`src/fwsc_pkg.sv`:
```
package fwsc_pkg;

   localparam int unsigned BYTE_BITS = 8;
   localparam int unsigned WORD_BITS = 2 * BYTE_BITS;
   localparam int unsigned INDEX_BITS = WORD_BITS + 1;

   typedef logic [BYTE_BITS-1:0]  byte_type;
   typedef logic [WORD_BITS-1:0]  word_type;
   typedef logic [INDEX_BITS-1:0] index_type;
   typedef logic [2:0]            status_type;

   localparam word_type   RESET_MAX_FRAME = 16'd1544;
   localparam index_type  HEADER_EXTRA    = 17'd6;
   localparam index_type  LENGTH_LOW_IDX  = 17'd2;
   localparam index_type  LENGTH_HIGH_IDX = 17'd3;

   localparam status_type ST_BUSY     = 3'd0;
   localparam status_type ST_PASS     = 3'd1;
   localparam status_type ST_MISMATCH = 3'd2;
   localparam status_type ST_TOO_LONG = 3'd3;
   localparam status_type ST_ODD      = 3'd4;

   typedef struct packed {
      byte_type data_byte;
      logic     frame_start;
   } req_type;

   typedef struct packed {
      byte_type   out_byte;
      logic       frame_done;
      status_type status;
   } rsp_type;

endpackage

```
`src/fwsc_check.sv`:
```
module fwsc_check (
   input  logic               clock,
   input  logic               reset,
   input  logic               step,
   input  fwsc_pkg::req_type  item,
   input  fwsc_pkg::word_type max_frame_bytes,
   output logic               emit,
   output fwsc_pkg::rsp_type  result
);
   import fwsc_pkg::*;

   logic      in_frame_ff, in_frame_in;
   index_type byte_index_ff, byte_index_in;
   index_type frame_length_ff, frame_length_in;
   byte_type  length_low_ff, length_low_in;
   byte_type  word_low_ff, word_low_in;
   word_type  running_sum_ff, running_sum_in;

   index_type  idx;
   index_type  flen;
   byte_type   llow;
   byte_type   wlow;
   word_type   sum;
   word_type   word;
   index_type  new_length;
   logic       at_length;
   logic       last_word;
   logic       too_long;
   logic       odd_length;
   logic       done;
   status_type status;

   always_comb begin
      idx  = item.frame_start ? '0 : byte_index_ff;
      flen = item.frame_start ? '0 : frame_length_ff;
      llow = item.frame_start ? '0 : length_low_ff;
      wlow = item.frame_start ? '0 : word_low_ff;
      sum  = item.frame_start ? '0 : running_sum_ff;

      emit = item.frame_start | in_frame_ff;
      word = {item.data_byte, wlow};

      last_word = idx[0] && (idx >= LENGTH_HIGH_IDX) &&
                  (({1'b0, idx} + 18'd1) == {1'b0, flen});

      at_length  = (idx == LENGTH_HIGH_IDX);
      new_length = {1'b0, item.data_byte, llow} + HEADER_EXTRA;
      too_long   = new_length > {1'b0, max_frame_bytes};
      odd_length = new_length[0];

      done   = last_word || (at_length && (too_long || odd_length));
      status = ST_BUSY;
      if (last_word) begin
         status = (word == sum) ? ST_PASS : ST_MISMATCH;
      end
      if (at_length && too_long) begin
         status = ST_TOO_LONG;
      end else if (at_length && odd_length) begin
         status = ST_ODD;
      end

      length_low_in   = (idx == LENGTH_LOW_IDX) ? item.data_byte : llow;
      word_low_in     = idx[0] ? wlow : item.data_byte;
      running_sum_in  = (idx[0] && !last_word) ? sum + word : sum;
      frame_length_in = at_length ? new_length : flen;
      in_frame_in     = !done;
      byte_index_in   = done ? idx : idx + 17'd1;

      result.out_byte   = item.data_byte;
      result.frame_done = done;
      result.status     = status;
   end

   always_ff @(posedge clock) begin
      if (reset) begin
         in_frame_ff     <= 1'b0;
         byte_index_ff   <= '0;
         frame_length_ff <= '0;
         length_low_ff   <= '0;
         word_low_ff     <= '0;
         running_sum_ff  <= '0;
      end else if (step && emit) begin
         in_frame_ff     <= in_frame_in;
         byte_index_ff   <= byte_index_in;
         frame_length_ff <= frame_length_in;
         length_low_ff   <= length_low_in;
         word_low_ff     <= word_low_in;
         running_sum_ff  <= running_sum_in;
      end
   end

endmodule

```
`config.mk`:
```
export PLATFORM = sky130hd
export DESIGN_NAME = fwsc_check
export DESIGN_NICKNAME = d
export VERILOG_FILES = /design/src/fwsc_pkg.sv /design/src/fwsc_check.sv
export SDC_FILE = /design/constraint.sdc
export NUM_CORES = 1
export LEC_CHECK = 0
export BUFFER_PORTS_ARGS = -buffer_cell sky130_fd_sc_hd__buf_2
export CORE_MARGIN = 4
export CORE_UTILIZATION = 26
export DETAILED_ROUTE_END_ITERATION = 8
export PLACE_DENSITY = 0.4
export SLEW_MARGIN = 30
export SYNTH_ARGS = -nofsm -noshare
export SYNTH_HDL_FRONTEND = slang
export SYNTH_SLANG_ARGS = --single-unit
```
`constraint.sdc`:
```
create_clock -name clock -period 6 [get_ports clock]
set_clock_uncertainty 0.05 [all_clocks]
set_input_delay 0.9 -clock clock [delete_from_list [all_inputs] [get_ports clock]]
set_output_delay 0.9 -clock clock [all_outputs]
set_load 0.01 [all_outputs]
```
Word level (Yosys, flattened, before mapping)
Cells that the tools add are included.

storage, ports and cells
  input port bits = 28
  output and inout port bits = 13
  logic and storage cells = 42
  register bits = 67

cells by class
  reduce and logical (&&, ||, !) cells = 11
  magnitude comparators = 2
  equal/unequal tests = 4
  bitwise logic cells = 1
  add/sub/neg operators = 4
  mux-type cells = 14

operators by type and width
  kind                                                                                  count
  17-bit two-way mux                                                                    4
  17-bit by 2-bit == test with 1-bit output, second input constant                      2
  16-bit two-way mux                                                                    2
  8-bit two-way mux                                                                     4
  17-bit by 1-bit adder with 18-bit output, second input constant                       1
  18-bit by 17-bit == test with 1-bit output                                            1
  16-bit by 3-bit adder with 17-bit output, second input constant                       1
  17-bit by 1-bit adder with 17-bit output, second input constant                       1
  17-bit by 2-bit greater-or-equal comparator with 1-bit output, second input constant  1
  17-bit by 16-bit greater-than comparator with 1-bit output                            1
  16-bit adder                                                                          1
  16-bit == test                                                                        1
  1-bit logical AND                                                                     7
  3-bit two-way mux                                                                     2
  2-bit two-way mux                                                                     2
  1-bit zero test                                                                       2
  1-bit logical OR                                                                      2
  1-bit bitwise OR                                                                      1

Longest topological paths before layout
  depth after elaboration = 7
  mapped depth = 19
  gate-level depth less buffers = 18

Least setup slack after synthesis
OpenSTA, ideal clock, no wires.

  kind = input to output
  start = input item[0] in the netlist's numbering
  end = output result[3] in the netlist's numbering
  data arrival time = 4.065 ns
  setup slack = 0.985 ns
  path buffers = 2
  data required time = 5.050 ns
  stages on the path = 18
  cells stage by stage = buf_1 > clkinv_1 > nand2_1 > nor2_1 > nand3_1 > nor2_1 > and3_1 > xor2_1 > ha_1 > nand3_1 > or3_1 > o32ai_1 > nor2_1 > o21a_1 > or2_2 > nor2_4 > inv_2 > buf_4

between the ends
  word-level cells in the longest chain between the ends = 6
  elaborated cells on any way between the ends = 14
  classes of those cells = add/sub: 2; order compare: 2; eq/ne: 2; mux: 3; reduce/logical: 5

ends and longest elaborated chain
  element                                                     RTL line          source
  start, declared                                             fwsc_check.sv:5   input fwsc_pkg::req_type item,
  8-bit two-way mux                                           fwsc_check.sv:36  llow = item.frame_start ? '0 : length_low_ff;
  16-bit by 3-bit adder with 17-bit output                    fwsc_check.sv:47  new_length = {1'b0, item.data_byte, llow} + HEADER_EXTRA;
  17-bit by 16-bit greater-than comparator with 1-bit output  fwsc_check.sv:48  too_long = new_length > {1'b0, max_frame_bytes};
  1-bit logical OR                                            fwsc_check.sv:51  done = last_word || (at_length && (too_long || odd_length));
  1-bit logical AND                                           fwsc_check.sv:51
  1-bit logical OR *                                          fwsc_check.sv:51
  end, declared                                               fwsc_check.sv:8   output fwsc_pkg::rsp_type result

Mark *: on every way between the ends. The rest lies on a longest branch, timed or not.

==> out/metrics.cfg <==
[logic_synthesis]
yosys-top-cells-count=67 x dfxtp_1, 66 x nor2_1, 56 x nand2_1
synth_warnings=0
synth_nets=714
synth_compound_area_share_pct=22.46
yosysTopAreaCell=dfxtp_1
synth-simple-area-share_pct=25.66
synth_mux_area_share_pct=0.5938
synth_top_family_by_area=simple AND/OR/NAND/NOR gates
synth_cell_types=65
synthAdderAreaFrac_pct=8.560
syn_inst=652
synth_edf_count=0
synth.most_common_cell=dfxtp_1
synth_ff_type=dfxtp_1
synth_area_leaders=dfxtp_1 27%, ha_1 8.2%, xnor2_1 5.2%
synth_seq_cells=67
netlist_area_mm2=0.005057
synth_seq_area_share_pct=26.52
syn_avg_cell_area_um2=7.757
synth_top_area_share_pct=26.52
synthArstFlopShare_pct=0
synth-xor-area-share_pct=9.005

[sta]
setup_violations=0
rsz0062_at_grt=false
setup_tns_ns=0
finalCritPeriodShare_pct=84.78
max_freq_ghz=0.1966
timing_hold_violations_final=0
whs_ns=0.4089
slew_headroom_pct=49.61
worst_pin_slew_ns=0.7551
slew_viol_final=0
min_period_ns=5.087

[detailed_routing]
remaining_drc_errors=0
wl_per_cell_um=17.71
antenna_left=0
first_iter_violations=277
dr_total_vias=4795
drt-vias-per-instance=5.167
drt_first_pass_iters=5
wirelength_um=16440

[power]
power_frac_seq_pct=40.0
p_switching_uw=312.9
intPower_uw=830.9
p_leak_uw=0.002341
p_comb_share_pct=11.9
clock_power_share_pct=48.1
ir_drop_mv=0.1125
p_per_area_mw_per_mm2=200.1
swShare_pct=27.35

[floorplan]
die-area_mm2=0.02175
pin_count=41
die_w_um=147.5
die_h_um=147.5
start_util_pct=26.77
rows=50
core_area_mm2=0.01889

[global_route]
grt_pass1_vias=4558
antenna_found_initial=0
grt_max_degree=58
grt_use_total_pct=15.15
overflow=0
grt_pass1_wl_um=26010

[place]
place_hpwl_um=11880
gp_congestion=0.9140
io_buffers=40

[layout]
fillCellCount=2057
final_nets=725
utilization_pct=30.26
area_growth_pct=13.04
drive_gt1_share_pct=12.57
antenna-diode-count=0

[cts]
clkLatencyLatePin_ns=0.34
cts-root-buf=clkbuf_16
cts_max_level=3
clock_sinks=67
cts_tree=yes
ctsHoldBuffers=0
post_cts_resized=0
clockBufferDepth=2
clkTransAtPathRegs_ns=0.06
numCtsBuffers=9
cts_setup_buffers=0

[worst_setup_path]
cpMostUsedCell=nor2_1
cp_max_fo=7
r2r_cells=18
r2r_setup_slack_ns=1.61
r2r-start=length_low_ff[1]
critPathLaunchType=flip-flop
critPathKind=flip-flop to output pin
crit_path_end_kind=output pin
cp.required_ns=5.05
cp_slowest_cell=dfxtp_1
arrival_ns=4.14
slowest_delay_ns=0.40
rr_endpoint=byte_index_ff[9]
crit_path_cell_trace=o21a_1 -> nand4_1 -> nor2_1 -> nand3_1 -> nor2_1 -> and3_1 -> xor2_1 -> ha_1 -> nand3_1 -> or3_1 -> o32ai_1 -> nor2_1 -> o21a_1 -> or2_2 -> nor2_4 -> inv_2 -> buf_2

[hold_path]
hold_path_class=flip-flop to flip-flop
hp-start=word_low_ff[1]
min_to=word_low_ff[1]
min_delay_path_depth=2

[status]
status=finished clean

[job]
cap_violations=0

## layer usage
layer / global-route usage, % / share of wire, % / vias to the layer above
li1: - / - / 2365
met1: 21.20 / 49 / 2305
met2: 24.17 / 45 / 109
met3: 1.901 / 3.7 / 16
met4: 5.079 / 1.5 / 0
met5: 0 / 0 / -
## registers in the layout, indices dropped and copies added (netlist names)
signal / count
word_low_ff: 8
frame_length_ff: 17
length_low_ff: 8
byte_index_ff: 17
running_sum_ff: 16
in_frame_ff: 1
## cell families (layout without fill, tap and decap cells)
kind of cell               count (synthesis)  after routing
AOI/OAI and AO/OA                        166            166
and+or+nand+nor                          248            248
adders and majority gates                 34             34
xor gates and xnor gates                  52             52
buffers and inverters                     82             98
muxes                                      3              3
DFF                                       67             67
## cells in the final DEF (no fill, tap or decap), types with 24 or more instances in the layout
master and instances:
xnor2_1 30, inv_1 33, dfxtp_1 67, a22oi_1 27, nand2_1 55, ha_1 33, a21oi_1 37, nor2_1 65
nor2b_1 25, o21ai_0 24, buf_2 40
## layout make-up
| cell class | instances | area (µm²) | area share [%] |
|---|---|---|---|
| clock buffer | 10 | 239.0 | 4.180 |
| clock inverter | 6 | 63.81 | 1.116 |
| inverter | 35 | 131.4 | 2.298 |
| multi-input combinational | 503 | 3363 | 58.83 |
| sequential | 67 | 1341 | 23.46 |
| tap | 260 | 325.3 | 5.691 |
| timing repair buffer | 47 | 252.7 | 4.421 |
## power by group through the flow
stage / Combinational, µW / Clock, µW / Sequential, µW
CTS: 138 / 567 / 457
floorplan: 92.0 / 0 / 464
global placement: 135 / 0 / 467
global route: 151 / 583 / 458
detailed placement: 137 / 0 / 467
finish: 136 / 550 / 457
## worst max path at each step
stage	depth (start not counted)	slack, ns	start	end
finish	17	0.91	length_low_ff[1]	result[3]
floorplan	18	0.98	item[0]	result[3]
CTS	17	0.88	length_low_ff[1]	result[3]
detailed placement	14	0.96	item[0]	result[0]
global placement	14	1.02	item[0]	result[0]
global route	17	0.62	length_low_ff[1]	result[3]
## critical path, delay by kind of cell, from the launching register on
family	cells	cell delay [ns]
DFF	1	0.40
buffers and inverters	2	0.25
and+or+nand+nor	10	2.03
adders and majority gates	1	0.31
AOI/OAI and AO/OA	3	0.72
xor gates and xnor gates	1	0.09
## metrics by stage
step                      setup WS (ns)  power, µW  cells  area, µm²
after floorplan                  0.9848      555.8    652       5057
after global placement            1.017      602.1    912       5403
after detailed placement         0.9644      604.3    912       5411
after CTS                        0.8783       1162    928       5714
after global routing             0.6216       1192    928       5717
final                            0.9132       1144    928       5717
No activity file was read; power rests on OpenSTA's default activity.
